<file path="src/design/cpr_pkg.sv">
// shared constants and controller/datapath interface types for the clock page replacement block
package cpr_pkg;

   // default sizing, handed to the top level parameters
   localparam int MAX_FRAMES_DEF = 8;
   localparam int PAGE_BITS_DEF  = 16;

   // fixed field widths of the ports
   localparam int CFG_W         = 4;
   localparam int FRAME_INDEX_W = 3;
   localparam int EVICT_W       = 16;

   // ring size after reset
   localparam logic [CFG_W-1:0] FRAMES_RESET = 4'd3;

   // commands from the controller to the datapath
   typedef struct packed {
      logic start;       // latch the request page and restart the tag search
      logic search_en;   // step the tag search by one frame
      logic hit_take;    // record a hit on the frame under compare
      logic fill_take;   // place the page in the next empty frame
      logic sweep_en;    // one step of the clock hand
      logic evict_take;  // replace the frame under the hand
      logic rsp_load;    // move the finished result into the output register
   } cmd_type;

   // status from the datapath to the controller
   typedef struct packed {
      logic match;        // compared tag equals the request page
      logic search_done;  // every resident frame compared without a match
      logic room;         // an empty frame is left inside the ring
      logic found;        // frame under the hand has a clear reference bit
      logic rsp_free;     // output register can take a result this cycle
   } status_type;

endpackage

</file>
<file path="src/design/cpr_ram.sv">
// generic single write port, single read port RAM with registered read data
module cpr_ram #(
   parameter int WIDTH = 16,
   parameter int DEPTH = 8,
   localparam int ADDR_W = (DEPTH > 1) ? $clog2(DEPTH) : 1
) (
   input  logic              clock,
   input  logic              wr_en,
   input  logic [ADDR_W-1:0] wr_addr,
   input  logic [WIDTH-1:0]  wr_data,
   input  logic              rd_en,
   input  logic [ADDR_W-1:0] rd_addr,
   output logic [WIDTH-1:0]  rd_data
);

   logic [WIDTH-1:0] mem_ff [DEPTH];
   logic [WIDTH-1:0] rd_data_ff;

   // write port
   always_ff @(posedge clock) begin
      if (wr_en) begin
         mem_ff[wr_addr] <= wr_data;
      end
   end

   // registered read port
   always_ff @(posedge clock) begin
      if (rd_en) begin
         rd_data_ff <= mem_ff[rd_addr];
      end
   end

   assign rd_data = rd_data_ff;

endmodule

</file>
<file path="src/design/cpr_ctrl.sv">
// sequencing state machine: search, fill, hand sweep, eviction and result hand-off
module cpr_ctrl (
   input  logic                clock,
   input  logic                reset,
   input  logic                req_valid,
   output logic                req_ready,
   input  cpr_pkg::status_type status,
   output cpr_pkg::cmd_type    cmd
);

   import cpr_pkg::*;

   typedef enum logic [2:0] {
      S_IDLE,
      S_SEARCH,
      S_FILL,
      S_SWEEP,
      S_EVICT,
      S_RESP
   } state_type;

   state_type state_ff;
   state_type state_in;

   assign req_ready = (state_ff == S_IDLE);

   // command decode and next state
   always_comb begin
      cmd      = '0;
      state_in = state_ff;
      unique case (state_ff)
         S_IDLE: begin
            if (req_valid) begin
               cmd.start = 1'b1;
               state_in  = S_SEARCH;
            end
         end
         S_SEARCH: begin
            cmd.search_en = 1'b1;
            if (status.match) begin
               cmd.hit_take = 1'b1;
               state_in     = S_RESP;
            end else if (status.search_done) begin
               state_in = status.room ? S_FILL : S_SWEEP;
            end
         end
         S_FILL: begin
            cmd.fill_take = 1'b1;
            state_in      = S_RESP;
         end
         S_SWEEP: begin
            cmd.sweep_en = 1'b1;
            if (status.found) begin
               state_in = S_EVICT;
            end
         end
         S_EVICT: begin
            cmd.evict_take = 1'b1;
            state_in       = S_RESP;
         end
         S_RESP: begin
            if (status.rsp_free) begin
               cmd.rsp_load = 1'b1;
               state_in     = S_IDLE;
            end
         end
         default: begin
            state_in = S_IDLE;
         end
      endcase
   end

   // state register
   always_ff @(posedge clock) begin
      if (reset) begin
         state_ff <= S_IDLE;
      end else begin
         state_ff <= state_in;
      end
   end

endmodule

</file>
<file path="src/design/cpr_datapath.sv">
// frame tags, reference bits, fill count, clock hand, config register and output register
module cpr_datapath #(
   parameter int MAX_FRAMES = cpr_pkg::MAX_FRAMES_DEF,
   parameter int PAGE_BITS  = cpr_pkg::PAGE_BITS_DEF
) (
   input  logic                              clock,
   input  logic                              reset,
   input  cpr_pkg::cmd_type                  cmd,
   output cpr_pkg::status_type               status,
   input  logic [PAGE_BITS-1:0]              req_page,
   input  logic                              csr_valid,
   input  logic [cpr_pkg::CFG_W-1:0]         csr_frames_in_use,
   output logic                              rsp_valid,
   input  logic                              rsp_ready,
   output logic                              rsp_fault,
   output logic [cpr_pkg::FRAME_INDEX_W-1:0] rsp_frame_index,
   output logic                              rsp_evict_valid,
   output logic [cpr_pkg::EVICT_W-1:0]       rsp_evicted_page
);

   import cpr_pkg::*;

   localparam int IDX_W = (MAX_FRAMES > 1) ? $clog2(MAX_FRAMES) : 1;
   localparam int CNT_W = $clog2(MAX_FRAMES + 1);
   localparam int CMP_W = (CNT_W > CFG_W) ? CNT_W : CFG_W;

   // control state
   logic [CFG_W-1:0]      cfg_ff;
   logic [MAX_FRAMES-1:0] ref_ff, ref_in;
   logic [CNT_W-1:0]      filled_ff, filled_in;
   logic [IDX_W-1:0]      hand_ff, hand_in;
   logic [CNT_W-1:0]      search_idx_ff, search_idx_in;
   logic                  cmp_valid_ff, cmp_valid_in;
   logic                  rsp_valid_ff, rsp_valid_in;

   // payload registers
   logic [PAGE_BITS-1:0]     page_ff, page_in;
   logic [IDX_W-1:0]         cmp_idx_ff, cmp_idx_in;
   logic                     res_fault_ff, res_fault_in;
   logic [IDX_W-1:0]         res_slot_ff, res_slot_in;
   logic                     res_evict_ff, res_evict_in;
   logic [PAGE_BITS-1:0]     res_evp_ff, res_evp_in;
   logic                     rsp_fault_ff;
   logic [FRAME_INDEX_W-1:0] rsp_frame_index_ff;
   logic                     rsp_evict_valid_ff;
   logic [EVICT_W-1:0]       rsp_evicted_page_ff;

   // tag memory ports
   logic                 wr_en;
   logic [IDX_W-1:0]     wr_addr;
   logic                 rd_en;
   logic [IDX_W-1:0]     rd_addr;
   logic [PAGE_BITS-1:0] rd_data;

   // ring geometry
   logic [CMP_W-1:0] cfg_wide;
   logic [CNT_W-1:0] ring_n;
   logic [CNT_W-1:0] valid_cnt;
   logic [IDX_W-1:0] hand_eff;
   logic [CNT_W-1:0] hand_inc;
   logic [IDX_W-1:0] hand_adv;
   logic [CNT_W-1:0] cmp_inc;

   cpr_ram #(
      .WIDTH (PAGE_BITS),
      .DEPTH (MAX_FRAMES)
   ) u_tags (
      .clock   (clock),
      .wr_en   (wr_en),
      .wr_addr (wr_addr),
      .wr_data (page_ff),
      .rd_en   (rd_en),
      .rd_addr (rd_addr),
      .rd_data (rd_data)
   );

   // ring size saturated to one..MAX_FRAMES, resident frame count inside it
   always_comb begin
      cfg_wide = CMP_W'(cfg_ff);
      if (cfg_wide == '0) begin
         ring_n = CNT_W'(1);
      end else if (cfg_wide > CMP_W'(MAX_FRAMES)) begin
         ring_n = CNT_W'(MAX_FRAMES);
      end else begin
         ring_n = CNT_W'(cfg_wide);
      end
      valid_cnt = (filled_ff < ring_n) ? filled_ff : ring_n;
   end

   // hand wraps to zero when the ring has shrunk below it
   always_comb begin
      hand_eff = (CNT_W'(hand_ff) >= ring_n) ? '0 : hand_ff;
      hand_inc = CNT_W'(hand_eff) + CNT_W'(1);
      hand_adv = (hand_inc == ring_n) ? '0 : IDX_W'(hand_inc);
   end

   // status back to the controller
   always_comb begin
      cmp_inc            = CNT_W'(cmp_idx_ff) + CNT_W'(1);
      status.match       = cmp_valid_ff && (rd_data == page_ff);
      status.search_done = (valid_cnt == '0) ||
                           (cmp_valid_ff && (rd_data != page_ff) && (cmp_inc == valid_cnt));
      status.room        = (filled_ff < ring_n);
      status.found       = !ref_ff[hand_eff];
      status.rsp_free    = !rsp_valid_ff || rsp_ready;
   end

   // next state of search, ring and result
   always_comb begin
      page_in       = page_ff;
      ref_in        = ref_ff;
      filled_in     = filled_ff;
      hand_in       = hand_ff;
      search_idx_in = search_idx_ff;
      cmp_valid_in  = cmp_valid_ff;
      cmp_idx_in    = cmp_idx_ff;
      res_fault_in  = res_fault_ff;
      res_slot_in   = res_slot_ff;
      res_evict_in  = res_evict_ff;
      res_evp_in    = res_evp_ff;
      wr_en         = 1'b0;
      wr_addr       = hand_ff;
      rd_en         = 1'b0;
      rd_addr       = search_idx_ff[IDX_W-1:0];

      // new request
      if (cmd.start) begin
         page_in       = req_page;
         search_idx_in = '0;
         cmp_valid_in  = 1'b0;
      end

      // search: one tag read issued per cycle, compared the cycle after
      if (cmd.search_en) begin
         if (search_idx_ff < valid_cnt) begin
            rd_en         = 1'b1;
            search_idx_in = search_idx_ff + CNT_W'(1);
            cmp_valid_in  = 1'b1;
            cmp_idx_in    = search_idx_ff[IDX_W-1:0];
         end else begin
            cmp_valid_in = 1'b0;
         end
      end

      // hit: give the frame a second chance
      if (cmd.hit_take) begin
         ref_in[cmp_idx_ff] = 1'b1;
         res_fault_in       = 1'b0;
         res_slot_in        = cmp_idx_ff;
         res_evict_in       = 1'b0;
         res_evp_in         = '0;
      end

      // miss with an empty frame left
      if (cmd.fill_take) begin
         wr_en                          = 1'b1;
         wr_addr                        = filled_ff[IDX_W-1:0];
         ref_in[filled_ff[IDX_W-1:0]]   = 1'b1;
         filled_in                      = filled_ff + CNT_W'(1);
         res_fault_in                   = 1'b1;
         res_slot_in                    = filled_ff[IDX_W-1:0];
         res_evict_in                   = 1'b0;
         res_evp_in                     = '0;
      end

      // hand sweep: clear and pass, or stop and fetch the victim tag
      if (cmd.sweep_en) begin
         if (ref_ff[hand_eff]) begin
            ref_in[hand_eff] = 1'b0;
            hand_in          = hand_adv;
         end else begin
            hand_in = hand_eff;
            rd_en   = 1'b1;
            rd_addr = hand_eff;
         end
      end

      // replace the victim and step past it
      if (cmd.evict_take) begin
         wr_en            = 1'b1;
         wr_addr          = hand_ff;
         ref_in[hand_ff]  = 1'b1;
         hand_in          = hand_adv;
         res_fault_in     = 1'b1;
         res_slot_in      = hand_ff;
         res_evict_in     = 1'b1;
         res_evp_in       = rd_data;
      end
   end

   // output register handshake
   always_comb begin
      rsp_valid_in = rsp_valid_ff;
      if (cmd.rsp_load) begin
         rsp_valid_in = 1'b1;
      end else if (rsp_ready) begin
         rsp_valid_in = 1'b0;
      end
   end

   // control registers
   always_ff @(posedge clock) begin
      if (reset) begin
         cfg_ff        <= FRAMES_RESET;
         ref_ff        <= '0;
         filled_ff     <= '0;
         hand_ff       <= '0;
         search_idx_ff <= '0;
         cmp_valid_ff  <= 1'b0;
         rsp_valid_ff  <= 1'b0;
      end else begin
         if (csr_valid) begin
            cfg_ff <= csr_frames_in_use;
         end
         ref_ff        <= ref_in;
         filled_ff     <= filled_in;
         hand_ff       <= hand_in;
         search_idx_ff <= search_idx_in;
         cmp_valid_ff  <= cmp_valid_in;
         rsp_valid_ff  <= rsp_valid_in;
      end
   end

   // payload registers
   always_ff @(posedge clock) begin
      page_ff      <= page_in;
      cmp_idx_ff   <= cmp_idx_in;
      res_fault_ff <= res_fault_in;
      res_slot_ff  <= res_slot_in;
      res_evict_ff <= res_evict_in;
      res_evp_ff   <= res_evp_in;
      if (cmd.rsp_load) begin
         rsp_fault_ff        <= res_fault_ff;
         rsp_frame_index_ff  <= FRAME_INDEX_W'(res_slot_ff);
         rsp_evict_valid_ff  <= res_evict_ff;
         rsp_evicted_page_ff <= EVICT_W'(res_evp_ff);
      end
   end

   assign rsp_valid        = rsp_valid_ff;
   assign rsp_fault        = rsp_fault_ff;
   assign rsp_frame_index  = rsp_frame_index_ff;
   assign rsp_evict_valid  = rsp_evict_valid_ff;
   assign rsp_evicted_page = rsp_evicted_page_ff;

`ifndef ASSERT_OFF
   // at most one result-producing command per cycle
   a_one_take: assert property (@(posedge clock) disable iff (reset)
      $onehot0({cmd.hit_take, cmd.fill_take, cmd.evict_take, cmd.rsp_load}))
      else $error("more than one result command in a cycle");

   // fill count never passes the number of frames
   a_filled_bound: assert property (@(posedge clock) disable iff (reset)
      filled_ff <= CNT_W'(MAX_FRAMES))
      else $error("fill count beyond frame count");

   // a fill only happens while an empty frame is inside the ring
   a_fill_room: assert property (@(posedge clock) disable iff (reset)
      cmd.fill_take |-> status.room)
      else $error("fill with no empty frame in the ring");

   // a hit leaves the frame's reference bit set
   a_hit_ref: assert property (@(posedge clock) disable iff (reset)
      cmd.hit_take |=> ref_ff[$past(cmp_idx_ff)])
      else $error("reference bit not set after hit");

   // the victim lies inside the ring and had its bit clear
   a_evict_ring: assert property (@(posedge clock) disable iff (reset)
      cmd.evict_take |-> (CNT_W'(hand_ff) < ring_n) && !ref_ff[hand_ff])
      else $error("victim outside the ring or still referenced");
`endif

endmodule

</file>
<file path="src/design/clock_page_replacement.sv">
// top level of the clock (second-chance) page replacement block
// Each request carries one page number and yields exactly one response: fault, the frame that
// holds the page afterward, and the evicted page when a resident page was replaced. Requests
// are handled one at a time by a controller and a datapath around a tag RAM with registered
// reads. A miss reads every resident frame (r of them) at one tag read per cycle, then either
// fills the next empty frame or lets the clock hand step one frame per cycle, at most n+1
// steps for a ring of n frames, before the victim read and write. The response sits in an
// output register, so the next request is accepted while it waits. The user must write the
// ring size register through the csr port only while the block is idle; the block does not
// enforce this. The port is always ready; a value of zero acts as one and values above
// MAX_FRAMES act as MAX_FRAMES.
module clock_page_replacement #(
   parameter int MAX_FRAMES = cpr_pkg::MAX_FRAMES_DEF,
   parameter int PAGE_BITS  = cpr_pkg::PAGE_BITS_DEF
) (
   input  logic                              clock,
   input  logic                              reset,
   input  logic                              req_valid,
   output logic                              req_ready,
   input  logic [PAGE_BITS-1:0]              req_page,
   output logic                              rsp_valid,
   input  logic                              rsp_ready,
   output logic                              rsp_fault,
   output logic [cpr_pkg::FRAME_INDEX_W-1:0] rsp_frame_index,
   output logic                              rsp_evict_valid,
   output logic [cpr_pkg::EVICT_W-1:0]       rsp_evicted_page,
   input  logic                              csr_valid,
   output logic                              csr_ready,
   input  logic [cpr_pkg::CFG_W-1:0]         csr_frames_in_use
);

   import cpr_pkg::*;

   cmd_type    cmd;
   status_type status;

   // configuration writes are always taken
   assign csr_ready = 1'b1;

   // sequencer
   cpr_ctrl u_ctrl (
      .clock     (clock),
      .reset     (reset),
      .req_valid (req_valid),
      .req_ready (req_ready),
      .status    (status),
      .cmd       (cmd)
   );

   // ring state and result path
   cpr_datapath #(
      .MAX_FRAMES (MAX_FRAMES),
      .PAGE_BITS  (PAGE_BITS)
   ) u_datapath (
      .clock             (clock),
      .reset             (reset),
      .cmd               (cmd),
      .status            (status),
      .req_page          (req_page),
      .csr_valid         (csr_valid),
      .csr_frames_in_use (csr_frames_in_use),
      .rsp_valid         (rsp_valid),
      .rsp_ready         (rsp_ready),
      .rsp_fault         (rsp_fault),
      .rsp_frame_index   (rsp_frame_index),
      .rsp_evict_valid   (rsp_evict_valid),
      .rsp_evicted_page  (rsp_evicted_page)
   );

endmodule
</file>
<file path="config.mk">
export PLATFORM = sky130hd
export DESIGN_NAME = clock_page_replacement
export DESIGN_NICKNAME = d
export VERILOG_FILES = /design/src/design/cpr_pkg.sv /design/src/design/cpr_ram.sv /design/src/design/cpr_ctrl.sv /design/src/design/cpr_datapath.sv /design/src/design/clock_page_replacement.sv
export SDC_FILE = /design/constraint.sdc
export NUM_CORES = 1
export LEC_CHECK = 0
export BUFFER_PORTS_ARGS = -buffer_cell sky130_fd_sc_hd__buf_2
export CELL_PAD_IN_SITES_DETAIL_PLACEMENT = 1
export CELL_PAD_IN_SITES_GLOBAL_PLACEMENT = 1
export CORE_UTILIZATION = 25
export DETAILED_ROUTE_END_ITERATION = 10
export HOLD_SLACK_MARGIN = 0.02
export PLACE_DENSITY = 0.46
export SLEW_MARGIN = 20
export SYNTH_ARGS = -nofsm -noshare
export SYNTH_HDL_FRONTEND = slang
export SYNTH_HIERARCHICAL = 1
export SYNTH_SLANG_ARGS = --single-unit
</file>
<file path="constraint.sdc">
create_clock -name clock -period 4.8 [get_ports clock]
set_input_delay 0.48 -clock clock [delete_from_list [all_inputs] [get_ports clock]]
set_output_delay 0.48 -clock clock [all_outputs]
set_load 0.005 [all_outputs]
</file>
# == Word level (Yosys, flattened, before mapping) ==
# Memories as Yosys holds them, arrays and structs flattened. A register that Yosys moved wholly into a read port is not among the register bits.
# Cells that the tools add are included.
# Widths: inputs -> output; s select.
# word_totals
regBits,89
ram_bits,128
input_bits,25
output_inout_bits,24
elab_cells,141
n_memories,1
# classes
addsub,4
order_cmp,12
eq_ne,13
muxes,66
n_bitwise,5
n_reduce_logical,22
# mem_list
name,words,width,rd,rd_ports_with_merged_regs,write_ports,line,source
u_datapath.u_tags.mem_ff,8,16,1,1,1,cpr_ram.sv:16,logic [WIDTH-1:0] mem_ff [DEPTH];
# op_table
operator,n
$mux 3,17
$mux 16,3
$mux 8,5
$mux 1,28
$mux 4,6
$or 8x8->8,3
$eq 16x16->1,1
$lt 3x4->1 const B,4
$ne 16x16->1,1
$pmux 3 s5,1
$demux 1 s3,4
$ge 3x1->1 const B,4
$add 3x1->4 const B,2
$add 4x1->4 const B,2
$and 8x8->8,1
$eq 4x4->1,2
$logic_not 4->1,2
$lt 4x4->1,2
$not 8->8,1
$reduce_bool 2->1,4
$logic_and 1x1->1,7
$eq 3x2->1 const B,2
$eq 3x3->1 const B,2
$ne 2x2->1 const B,3
13 further kinds,15

# == Depth between registers and ports, before layout ==
# logic_depth
ltp_word,15
ltp_mapped,15
depth_no_buf,14

# == Cells and area by module ==
# Netlist, hierarchy kept.
# by_module_without_submodules
module,n_inst,cells_each,area_each_um2,seq_area_each_um2
cpr_ram,1,214,5454.0,4324.1
cpr_datapath,1,374,4301.6,2312.2
cpr_ctrl,1,33,249.0,60.1
clock_page_replacement,1,2,11.3,0.0

# == Least setup slack after synthesis ==
# No wires, ideal clock.
# synth_timing
path_type,register to register
from,register u_datapath.cfg_ff[3]
to,"register u_datapath.u_tags.rd_data_ff[1], in the netlist u_datapath/u_tags/rd_data[1], read port of u_datapath.u_tags.mem_ff (data pin)"
arrival_ps,3265
setup_slack_ps,1276
stages_incl_launch_ff,15
n_path_buf,3
period_less_slack_ps,3524
path_cell_list,dfxtp_1 -> buf_4 -> nor2b_1 -> inv_1 -> ha_1 -> a21o_1 -> a31o_4 -> a32o_1 -> nor3_2 -> nand2_1 -> mux2_1 -> buf_6 -> buf_6 -> mux4_1 -> mux2_2
# synth_between
word_cells_on_any_way,17
# synth_rtl
item,line,source
from (decl),cpr_datapath.sv:28,logic [CFG_W-1:0] cfg_ff;
from (signal assigned),cpr_datapath.sv:213,cfg_ff <= csr_frames_in_use;
$gt 4x4->1,cpr_datapath.sv:82,end else if (cfg_wide > CMP_W'(MAX_FRAMES)) begin
$mux 4,cpr_datapath.sv:82,
$mux 4 *,cpr_datapath.sv:80,if (cfg_wide == '0) begin
$ge 3x4->1 *,cpr_datapath.sv:92,hand_eff = (CNT_W'(hand_ff) >= ring_n) ? '0 : hand_ff;
$mux 3 *,cpr_datapath.sv:92,
$bmux 1 s3,cpr_datapath.sv:168,if (ref_ff[hand_eff]) begin
$mux 1 (implied by the code),cpr_datapath.sv:168,
$mux 3 *,cpr_datapath.sv:168,
$mux 3 *,cpr_datapath.sv:167,if (cmd.sweep_en) begin
via u_datapath.rd_addr[0],cpr_datapath.sv:52,logic [IDX_W-1:0] rd_addr;
to (decl),cpr_ram.sv:17,logic [WIDTH-1:0] rd_data_ff;
# Mark *: on every way through the listed nets, which the timed path passes. The rest lies on a longest branch. The select of a mux whose other input is x is not followed.
# A chain may end at the register's enable or synchronous reset.

# == Worst setup path after layout ==
# layout_timing
from,register u_datapath.cfg_ff[3]
to,"register u_datapath.u_tags.rd_data_ff[7], in the netlist u_datapath/u_tags/rd_data[7], read port of u_datapath.u_tags.mem_ff (data pin)"
# The elaborated chain is that of the path after synthesis.

==> load_flow_metrics.sql <==
INSERT INTO impl_metrics (metric_group, metric, value, unit) VALUES
('status', 'status', 'complete, no violations', ''),
('critical_path', 'worst_setup_path_start_kind', 'flop', ''),
('die', 'die_area', '40900', 'um2'),
('place', 'place_hpwl', '15900', 'um'),
('grt', 'number_of_global_route_vias_before_repair', '6028', ''),
('grt', 'grt_antenna_before_repair', '0', ''),
('job', 'cap_viol_max_count', '0', ''),
('yosys', 'synth_seq_cells', '233', ''),
('sta', 'holdWs', '0.108', 'ns'),
('cts', 'cts_htree_levels', '1', ''),
('sta', 'final_period_minus_worst_setup_slack', '4.21', 'ns'),
('cts', 'clock_path_buffers', '3', ''),
('drt', 'via_per_inst', '4.52', ''),
('cts', 'clkTransAtPathRegs', '0.06', 'ns'),
('cells_and_area', 'post_route_cells_drive_above_1_share', '0.209', ''),
('sta', 'slew-limit-headroom', '0.478', ''),
('drt', 'routed-via-count', '5533', ''),
('drt', 'routed_wl', '24900', 'um'),
('yosys', 'synthDistinctLibCells', '77', ''),
('cts', 'hold_buffers', '0', ''),
('critical_path', 'worst_setup_path_end_kind', 'flop', ''),
('place', 'globalplace.congestion', '0.777', ''),
('cells_and_area', 'n_antenna_cell', '0', ''),
('drt', 'avgRoutedWirePerCell', '20.3', 'um'),
('critical_path', 'critical_path.slowest_cell', 'sky130_fd_sc_hd__mux4_1', ''),
('yosys', 'postSynthCellCount', '623', ''),
('die', 'die-height', '202', 'um'),
('critical_path', 'cp_top_family', 'multiplexers', ''),
('yosys', 'fraction_of_the_yosys_area_taken_by_sequential_cells', '0.669', ''),
('cells_and_area', 'area_of_the_multi_input_gates', '3100', 'um2'),
('die', 'row_count', '72', ''),
('cells_and_area', 'synthToLayoutAreaGrowth', '17.0', '%'),
('yosys', 'synth_edf_count', '203', ''),
('cells_and_area', 'fill_cells', '4132', ''),
('die', 'design.core.area', '39100', 'um2'),
('cts', 'post-cts-setup-buffers', '0', ''),
('sta', 'drv_slew', '0', ''),
('critical_path', 'worst_path_required', '5.09', 'ns'),
('power', 'power_density', '488', 'nW/um2'),
('sta', 'max_freq', '237', 'MHz'),
('critical_path', 'timing.reg2reg.worst_path_depth', '13', ''),
('yosys', 'synth.yosys.warnings', '6', ''),
('critical_path', 'arrival', '4.51', 'ns'),
('drt', 'first_pass_iters', '4', ''),
('yosys', 'synthArstFlopShare', '0', ''),
('min_path', 'path_class_of_the_lowest_slack_min_delay_path', 'input pin to flop', ''),
('critical_path', 'crit_cells', '13', ''),
('sta', 'timing_worst_slew_pin_value', '0.783', 'ns'),
('critical_path', 'critPathKind', 'flop to flop', ''),
('yosys', 'synth.net_count', '662', ''),
('sta', 'worst_clock_skew', '0.00769', 'ns'),
('cts', 'clockRootBuffer', 'sky130_fd_sc_hd__clkbuf_16', ''),
('grt', 'pin_count_of_the_biggest_net_entering_global_routing', '33', ''),
('sta', 'period_share', '0.878', ''),
('cts', 'sink_count_of_the_clock_tree', '233', ''),
('cells_and_area', 'final_nets', '728', ''),
('power', 'irDropWorstVdd', '0.256', 'mV'),
('die', 'io_pins', '49', ''),
('critical_path', 'worstPathBufferInverterCount', '3', ''),
('drt', 'count_of_unresolved_drc_violations_after_routing', '0', ''),
('cells_and_area', 'seqCellArea', '6700', 'um2'),
('critical_path', 'crit_path_frequent_cell', 'sky130_fd_sc_hd__nand2_1', ''),
('cts', 'cts_tree', 'done', ''),
('drt', 'ant_nets', '0', ''),
('sta', 'rsz0062_at_grt', 'no', ''),
('power', 'p_leak', '0.00385', 'uW'),
('critical_path', 'critical_path_peak_fanout', '32', ''),
('yosys', 'total_standard_cell_area_after_synthesis', '10000', 'um2'),
('critical_path', 'crit_path_cell_trace', 'inv_2 -> nand2_1 -> inv_1 -> ha_1 -> nand2b_4 -> a31o_4 -> a32o_1 -> nor3_2 -> nand2_1 -> mux2_1 -> buf_12 -> mux4_1 -> mux2_2', ''),
('grt', 'grt_pass1_wl', '37900', 'um'),
('place', 'placed_cell_area', '10900', 'um2');
## cells in the mapped netlist, drive strengths merged (18+ instances only)
master  count  area, um2
nand2      28        105
a21oi      21        109
nor3       18       95.1
xnor2      23        201
edfxtp    203       6100
nor2       30        115
mux2       20        225
inv        18       70.1
dfxtp      30        601
and2       21        134
mux4       32        826
## logic make-up (layout without fill, tap and decap cells)
group | count (synthesis) | after routing | share of synthesized area
AO/OA/AOI/OAI | 82 | 82 | 0.0643
other | 1 | 1 | 0.000374
XOR/XNOR | 25 | 25 | 0.0219
buffers and inverters | 48 | 132 | 0.0240
AND/OR/NAND/NOR | 158 | 158 | 0.0884
multiplexers | 62 | 62 | 0.115
flip-flops | 233 | 233 | 0.669
adder cells (fa/ha/maj) | 14 | 14 | 0.0175
## layout by cell type, fill, tap and decap left out, types with 3 or more instances in the layout
cell type | Yosys | final
sky130_fd_sc_hd__nor3_1 | 17 | 15
sky130_fd_sc_hd__nand3b_1 | 4 | 4
sky130_fd_sc_hd__dfxtp_1 | 30 | 30
sky130_fd_sc_hd__and2_1 | 20 | 20
sky130_fd_sc_hd__buf_2 | 3 | 47
sky130_fd_sc_hd__o32ai_1 | 3 | 3
sky130_fd_sc_hd__o21bai_1 | 3 | 3
sky130_fd_sc_hd__mux2_1 | 3 | 3
sky130_fd_sc_hd__buf_4 | 2 | 20
sky130_fd_sc_hd__nor3b_1 | 4 | 3
sky130_fd_sc_hd__inv_1 | 16 | 16
sky130_fd_sc_hd__nand2_1 | 28 | 28
sky130_fd_sc_hd__a21o_1 | 4 | 4
sky130_fd_sc_hd__o41ai_1 | 4 | 4
sky130_fd_sc_hd__nand2b_1 | 13 | 13
sky130_fd_sc_hd__a31oi_1 | 5 | 5
sky130_fd_sc_hd__mux2i_1 | 10 | 10
sky130_fd_sc_hd__clkinv_1 | 0 | 9
sky130_fd_sc_hd__xnor2_1 | 23 | 23
sky130_fd_sc_hd__edfxtp_1 | 203 | 203
sky130_fd_sc_hd__mux4_1 | 28 | 28
sky130_fd_sc_hd__nor2b_1 | 6 | 6
sky130_fd_sc_hd__clkbuf_16 | 0 | 26
sky130_fd_sc_hd__nand3_1 | 7 | 7
sky130_fd_sc_hd__mux4_2 | 4 | 4
sky130_fd_sc_hd__o31ai_1 | 4 | 4
sky130_fd_sc_hd__ha_1 | 14 | 14
sky130_fd_sc_hd__o21ai_0 | 10 | 10
sky130_fd_sc_hd__or2_2 | 3 | 3
sky130_fd_sc_hd__a211oi_1 | 4 | 4
sky130_fd_sc_hd__a21oi_1 | 20 | 20
sky130_fd_sc_hd__clkbuf_1 | 14 | 5
sky130_fd_sc_hd__nand4_1 | 10 | 10
sky130_fd_sc_hd__mux2_2 | 17 | 17
sky130_fd_sc_hd__nor2_1 | 29 | 28
sky130_fd_sc_hd__nor3_2 | 1 | 3
## final timing paths
path / endpoint / startpoint / slack [ns]
hold reg to reg: u_datapath/rsp_evicted_page[7] / u_datapath/res_evp_ff[7] / 0.42
setup / recovery: u_datapath/u_tags/rd_data[7] / u_datapath/cfg_ff[3] / 0.59
hold / removal: u_datapath/page_ff[13] / req_page[13] / 0.11
setup reg to reg: u_datapath/u_tags/rd_data[7] / u_datapath/cfg_ff[3] / 0.59
## metrics by stage
stage,util,setup slack (ns)
after global placement,0.279,0.808
after detailed placement,0.279,0.580
final,0.300,0.587
after global routing,0.300,0.341
after floorplan,-,1.28
after CTS,0.300,0.567
## report_power, final
part           switching, uW  leakage [uW]  internal [uW]
clock network            796      0.000388           1090
registers                189       0.00209           2560
logic                    653       0.00138            429
total                   1640       0.00385           4080
## per-layer routing
layer	track usage	wire, um	vias up
li1	-	-	2578
met5	0	0	-
met1	0.160	11100	2843
met2	0.211	12300	77
met3	0.0181	1030	35
met4	0.0330	451	0
## flip-flops by register name, indices dropped and copies added (netlist names), 3 cells and up
register                     cells
u_datapath/hand_ff               3
u_datapath/res_slot_ff           3
u_datapath/filled_ff             4
u_ctrl/state_ff                  3
u_datapath/rsp_evicted_page     16
u_datapath/ref_ff                8
u_datapath/page_ff              16
u_datapath/search_idx_ff         4
u_datapath/res_evp_ff           16
u_datapath/rsp_frame_index       3
u_datapath/cfg_ff                4
u_datapath/u_tags/rd_data       16
u_datapath/cmp_idx_ff            3
u_datapath/u_tags/mem_ff       128
## worst reg2reg max path, delay by kind of cell (launching register included)
| family | cells | cell delay (ns) |
|---|---|---|
| compound gates | 2 | 0.57 |
| fa+ha+maj | 1 | 0.27 |
| buf+inv | 3 | 0.49 |
| flops | 1 | 0.58 |
| mux | 3 | 1.22 |
| simple gates | 4 | 0.83 |
## layout make-up
type	count	area share
multi-input cells	342	0.264
clock buffers	31	0.0571
repair buffers	68	0.0346
inverters	18	0.00598
well taps	518	0.0553
clock inverters	15	0.0110
flip-flops and latches	233	0.572
Power figures use the tool's default switching activity.
